==> config.mk <==
export PLATFORM = sky130hd
export DESIGN_NAME = mpmp_cell
export DESIGN_NICKNAME = d
export VERILOG_FILES = /design/src/rtl/core/min_plus_matrix_power_defines.svh /design/src/rtl/core/mpmp_pkg.sv /design/src/rtl/core/mpmp_cell.sv
export SDC_FILE = /design/constraint.sdc
export NUM_CORES = 2
export LEC_CHECK = 0
export CAP_MARGIN = 20
export CORE_MARGIN = 2
export CORE_UTILIZATION = 30
export DETAILED_ROUTE_END_ITERATION = 12
export DONT_BUFFER_PORTS = 1
export SYNTH_ARGS = -nofsm -noshare
export SYNTH_HDL_FRONTEND = slang
export SYNTH_SLANG_ARGS = --single-unit
==> constraint.sdc <==
create_clock -name aclk -period 19.4 [get_ports aclk]
set_input_delay 1.94 -clock aclk [delete_from_list [all_inputs] [get_ports aclk]]
set_output_delay 1.94 -clock aclk [all_outputs]
set_load 0.01 [all_outputs]
==> src/rtl/core/min_plus_matrix_power_defines.svh <==
// assertion macros for the min-plus matrix engine
// used by the top level only, no other dependencies
`ifndef MIN_PLUS_MATRIX_POWER_DEFINES_SVH
`define MIN_PLUS_MATRIX_POWER_DEFINES_SVH

// same-cycle implication
`define MPMP_ASSERT_NOW(lbl, clk, rst_n, ante, cons, msg) \
    lbl: assert property (@(posedge clk) disable iff (!rst_n) (ante) |-> (cons)) \
        else $error(msg);

// next-cycle implication
`define MPMP_ASSERT_NEXT(lbl, clk, rst_n, ante, cons, msg) \
    lbl: assert property (@(posedge clk) disable iff (!rst_n) (ante) |=> (cons)) \
        else $error(msg);

`endif

==> src/rtl/core/mpmp_pkg.sv <==
// shared constants and control types of the min-plus matrix engine
// no dependencies
`default_nettype none

package mpmp_pkg;

    localparam int DEF_MAX_SIZE    = 8;
    localparam int DEF_ENTRY_WIDTH = 32;
    localparam int DEF_SUM_WIDTH   = 64;

    localparam int CFG_IDX_W  = 2;
    localparam int CFG_DATA_W = 64;
    localparam int SIZE_W     = 4;
    localparam int MODE_W     = 2;

    localparam logic [CFG_IDX_W-1:0] CFG_SIZE = 2'd0;
    localparam logic [CFG_IDX_W-1:0] CFG_MODE = 2'd1;
    localparam logic [CFG_IDX_W-1:0] CFG_EXP  = 2'd2;

    localparam logic [MODE_W-1:0] MODE_MUL    = 2'd0;
    localparam logic [MODE_W-1:0] MODE_POW    = 2'd1;
    localparam logic [MODE_W-1:0] MODE_DIAG   = 2'd2;
    localparam logic [MODE_W-1:0] MODE_UNUSED = 2'd3;

    // operand selection for one product
    typedef struct packed {
        logic left_acc;    // left operand: 0 first matrix, 1 accumulated matrix
        logic right_sec;   // right operand: 0 first matrix, 1 second matrix
    } cell_ctrl_t;

    // write enables of the per-cell operand stores
    typedef struct packed {
        logic lcol0;
        logic lcol1;
        logic rrow0;
        logic rrow1;
    } cell_we_t;

endpackage

`default_nettype wire

==> src/rtl/core/mpmp_cell.sv <==
// one cell of the min-plus chain: holds column k of the left operands and
// row k of the right operands, adds one term and folds it into the token
// depends on mpmp_pkg
`default_nettype none

module mpmp_cell
    import mpmp_pkg::*;
#(
    parameter int MAX_SIZE   = DEF_MAX_SIZE,
    parameter int SUM_WIDTH  = DEF_SUM_WIDTH,
    parameter int CELL_INDEX = 0
) (
    input  wire logic                                           aclk,
    input  wire logic                                           aresetn,
    input  wire logic [$clog2(MAX_SIZE+1)-1:0]                  dim_n,
    input  wire cell_ctrl_t                                     ctrl,
    input  wire cell_we_t                                       we,
    input  wire logic [((MAX_SIZE > 1) ? $clog2(MAX_SIZE) : 1)-1:0] wr_row,
    input  wire logic [((MAX_SIZE > 1) ? $clog2(MAX_SIZE) : 1)-1:0] wr_col,
    input  wire logic [SUM_WIDTH+1:0]                           wr_data,
    input  wire logic                                           tin_valid,
    input  wire logic                                           tin_last,
    input  wire logic [((MAX_SIZE > 1) ? $clog2(MAX_SIZE) : 1)-1:0] tin_r,
    input  wire logic [((MAX_SIZE > 1) ? $clog2(MAX_SIZE) : 1)-1:0] tin_c,
    input  wire logic [SUM_WIDTH+1:0]                           tin_best,
    output logic                                                tout_valid,
    output logic                                                tout_last,
    output logic [((MAX_SIZE > 1) ? $clog2(MAX_SIZE) : 1)-1:0]  tout_r,
    output logic [((MAX_SIZE > 1) ? $clog2(MAX_SIZE) : 1)-1:0]  tout_c,
    output logic [SUM_WIDTH+1:0]                                tout_best
);

    localparam int IW = (MAX_SIZE > 1) ? $clog2(MAX_SIZE) : 1;
    localparam int NW = $clog2(MAX_SIZE+1);
    localparam int EW = SUM_WIDTH + 2;
    localparam logic [IW-1:0] K = IW'(CELL_INDEX);
    localparam logic signed [SUM_WIDTH-1:0] SMAX = {1'b0, {(SUM_WIDTH-1){1'b1}}};
    localparam logic signed [SUM_WIDTH-1:0] SMIN = {1'b1, {(SUM_WIDTH-1){1'b0}}};

    logic [EW-1:0] lcol0 [0:MAX_SIZE-1];
    logic [EW-1:0] lcol1 [0:MAX_SIZE-1];
    logic [EW-1:0] rrow0 [0:MAX_SIZE-1];
    logic [EW-1:0] rrow1 [0:MAX_SIZE-1];

    always_ff @(posedge aclk) begin
        if (we.lcol0 && wr_col == K) begin
            lcol0[wr_row] <= wr_data;
        end
        if (we.lcol1 && wr_col == K) begin
            lcol1[wr_row] <= wr_data;
        end
        if (we.rrow0 && wr_row == K) begin
            rrow0[wr_col] <= wr_data;
        end
        if (we.rrow1 && wr_row == K) begin
            rrow1[wr_col] <= wr_data;
        end
    end

    logic                 active;
    logic [EW-1:0]        x_ent, y_ent;
    logic signed [SUM_WIDTH:0] raw_sum;
    logic signed [SUM_WIDTH-1:0] sum_sat;
    logic                 sum_ovf;

    assign active  = NW'(CELL_INDEX) < dim_n;
    assign x_ent   = ctrl.left_acc  ? lcol1[tin_r] : lcol0[tin_r];
    assign y_ent   = ctrl.right_sec ? rrow1[tin_c] : rrow0[tin_c];
    assign raw_sum = {x_ent[SUM_WIDTH-1], x_ent[SUM_WIDTH-1:0]}
                   + {y_ent[SUM_WIDTH-1], y_ent[SUM_WIDTH-1:0]};
    assign sum_ovf = raw_sum[SUM_WIDTH] != raw_sum[SUM_WIDTH-1];
    assign sum_sat = !sum_ovf ? raw_sum[SUM_WIDTH-1:0] : (raw_sum[SUM_WIDTH] ? SMIN : SMAX);

    // add stage
    logic                 v1_reg, last1_reg, fin1_reg, sat1_reg, oin1_reg;
    logic [IW-1:0]        r1_reg, c1_reg;
    logic [EW-1:0]        best1_reg;
    logic signed [SUM_WIDTH-1:0] s1_reg;

    always_ff @(posedge aclk) begin
        if (!aresetn) begin
            v1_reg <= 1'b0;
        end else begin
            v1_reg <= tin_valid;
        end
        last1_reg <= tin_last;
        r1_reg    <= tin_r;
        c1_reg    <= tin_c;
        best1_reg <= tin_best;
        fin1_reg  <= active && !x_ent[SUM_WIDTH] && !y_ent[SUM_WIDTH];
        sat1_reg  <= sum_ovf;
        oin1_reg  <= x_ent[SUM_WIDTH+1] | y_ent[SUM_WIDTH+1];
        s1_reg    <= sum_sat;
    end

    // compare stage
    logic [EW-1:0] best_next;

    always_comb begin
        best_next = best1_reg;
        if (fin1_reg) begin
            best_next[SUM_WIDTH+1] = best1_reg[SUM_WIDTH+1] | sat1_reg | oin1_reg;
            if (best1_reg[SUM_WIDTH] || s1_reg < $signed(best1_reg[SUM_WIDTH-1:0])) begin
                best_next[SUM_WIDTH-1:0] = s1_reg;
                best_next[SUM_WIDTH]     = 1'b0;
            end
        end
    end

    always_ff @(posedge aclk) begin
        if (!aresetn) begin
            tout_valid <= 1'b0;
        end else begin
            tout_valid <= v1_reg;
        end
        tout_last <= last1_reg;
        tout_r    <= r1_reg;
        tout_c    <= c1_reg;
        tout_best <= best_next;
    end

endmodule

`default_nettype wire

==> metrics.txt <==
Starting Density=0.301; area grow syn2layout=14.0%; overall routing resource usage=0.154; Static Leak=~0.033 uW; Rows=201; post_cts resized=0; critical path startpoint category=input pin; DP HPWL=approximately 130 mm; Unique masters post-synth=between 60 and 70; fin crit share=0.426; Vias/cell=approximately 5; clk root buf=clkbuf_16; pin count of the biggest net entering global routing=266; average wire per standard cell=~28 um; largest area contributor in the netlist=edfxtp_1; First-pass DRT Iterations=6; Synth Register Bits=2327; fin. max-slew vios=between 100 and 150; CP Class=in2reg; WL final=roughly 240 mm; TritonCTS Buffers=approximately 240; pwr/cell area=between 100 and 150 nW/um^2; Design Area, Final=103000 um^2; total number of vias=approximately 42000; PortBufs=0; PnR Total Power=11200 uW; RSZ-0062 raised after global routing=no; worst skew pair latency=about 0.94 ns; CORE AREA=300000 um^2; syn avg cell area=between 20 and 25 um^2; Critical Path RT=roughly 20 ns; slew at the pin closest to its max-slew limit=between 1.5 and 2 ns; ranking of synthesized cells by area=edfxtp_1, mux4_2, dfxtp_1; clock buffer depth=4; H-tree depth=4; Hold WC Path Type=reg2reg; failing checks=max-slew violations; vias in the first global route=about 44000; CTS tree=done; ANT nets after route=0; clk sink count=approximately 2300; crit-path max FO=~150; final net count=4548; post-route setup TNS=0 ns; status=finished, violations left; minimum clock period=8.27 ns; most common library cell in the layout ignoring fill and taps=edfxtp_1; worst slack at placement=roughly 12 ns; Die Width=552 um; final setup violation count=0; Final WS setup=11.13 ns; ys flop type=edfxtp_1; CP Data Arrival Time=8.95 ns; 1st-iter DRT viols=4693; CP endpoint kind=flip-flop; most frequent cells in the layout=edfxtp_1, mux4_2, clkbuf_16; number of flops mapped to enable cells by yosys=2112; Post-Syn Area=~90000 um^2; share of async-settable or async-resettable flops after synthesis=0; max-cap violations=0; FMAX=~120 MHz; Setup Skew=between 0.08 and 0.09 ns; total nets after synthesis=roughly 4400; post-synthesis instance total=4143; antenna violations before repair=8; grt total ovfl=0; Fin. Hold Viols=0; I/O pin cnt=232; DRC=0; top cell type's share of synthesized area=0.703; Cell Area, Placed=between 90000 and 100000 um^2; synth warn=0; Die Ht=552 um; share of layout cells above drive strength 1=0.264; CTS clk-pin slew, worst paths=approximately 0.060 ns; die area=~300000 um^2; post-CTS setup buffers=0; Peak VDD IR=~0.079 mV; sequential share of the synthesized area=0.751; routability cong.=0.841; CTS Hold Bufs=0; first-pass GRT wire length=around 340 mm; Slew headroom=-0.139
cells by family (layout without fill, tap and decap cells):
family / after synthesis / count (layout) / synth area share
flops: 2327 / 2327 / 0.751
simple gates: 279 / 279 / 0.0152
fa+ha+maj: 134 / 134 / 0.0185
compound gates: 346 / 346 / 0.0245
buf+inv: 274 / 583 / 0.0123
mux: 725 / 725 / 0.173
other cells: 0 / 21 / 0
xor+xnor: 58 / 58 / 0.00563
power by group:
| group | total (uW) | internal (uW) | switching, uW |
|---|---|---|---|
| Clock | 4450 | 2540 | 1920 |
| Combinational | 928 | 417 | 512 |
| Sequential | 5820 | 5610 | 214 |
| Total | 11200 | 8560 | 2640 |
metal layers:
layer  vias up  share of wire  global-route usage
met3       427          0.068              0.0346
met4         0          0.049              0.0712
met1     22900           0.37               0.178
met2      1491           0.52               0.271
li1      17600              -                   -
met5         -              0                   0
cell type report:
class / count / area, um^2
diodes: 21 / 52.6
clock buffers: 301 / 6350
clock inverters: 130 / 1180
fillers: 27500 / 197000
inverters: 79 / 297
multi-input cells: 1542 / 21600
flip-flops and latches: 2327 / 67700
well taps: 3958 / 4950
repair buffers: 73 / 681
stage by stage:
step | util | std cells | hold slack, ns
3_5_place_dp | 0.318 | 7975 | 0.312
2_1_floorplan | - | 4143 | 0.310
5_1_grt | 0.343 | 8430 | 0.328
3_3_place_gp | 0.317 | 7972 | 0.310
6_report | 0.343 | 8431 | 0.327
4_1_cts | 0.343 | 8406 | 0.325
worst max-delay path, stage by stage:
cell       delay, ns
buf_16          0.73
buf_16          0.63
mux4_2          0.61
mux4_2          0.55
ha_1            0.33
a211oi_1        0.26
o31ai_1         0.23
o2111ai_1       0.48
nand2_1         0.25
a22oi_1         0.58
a211o_1         0.31
a21oi_1         0.10
or3_1           0.43
a21oi_4         0.17
buf_4           0.60
o21ai_0         0.23
synthesized netlist by cell type (31+ instances only):
master	n
ha_1	127
a21o_1	82
nand4_1	32
xnor2_1	31
a21oi_1	133
nand2_1	67
dfxtp_1	215
inv_1	79
o21ai_0	53
buf_1	48
mux4_2	659
edfxtp_1	2112
nor2_1	72
mux2_2	59
clkbuf_1	124
final timing paths:
path                                            start                     to  slack (ns)  cells after the start
worst max-delay path                         tin_c[0]     s1_reg[43]$_DFF_P_       11.13                     16
worst min-delay path                r1_reg[0]$_DFF_P_      tout_r[0]$_DFF_P_        0.33                      0
worst max register to register  best1_reg[57]$_DFF_P_  tout_best[34]$_DFF_P_       13.45                     13
worst min register to register      r1_reg[0]$_DFF_P_      tout_r[0]$_DFF_P_        0.33                      0
No activity file was read; power rests on OpenSTA's default activity.
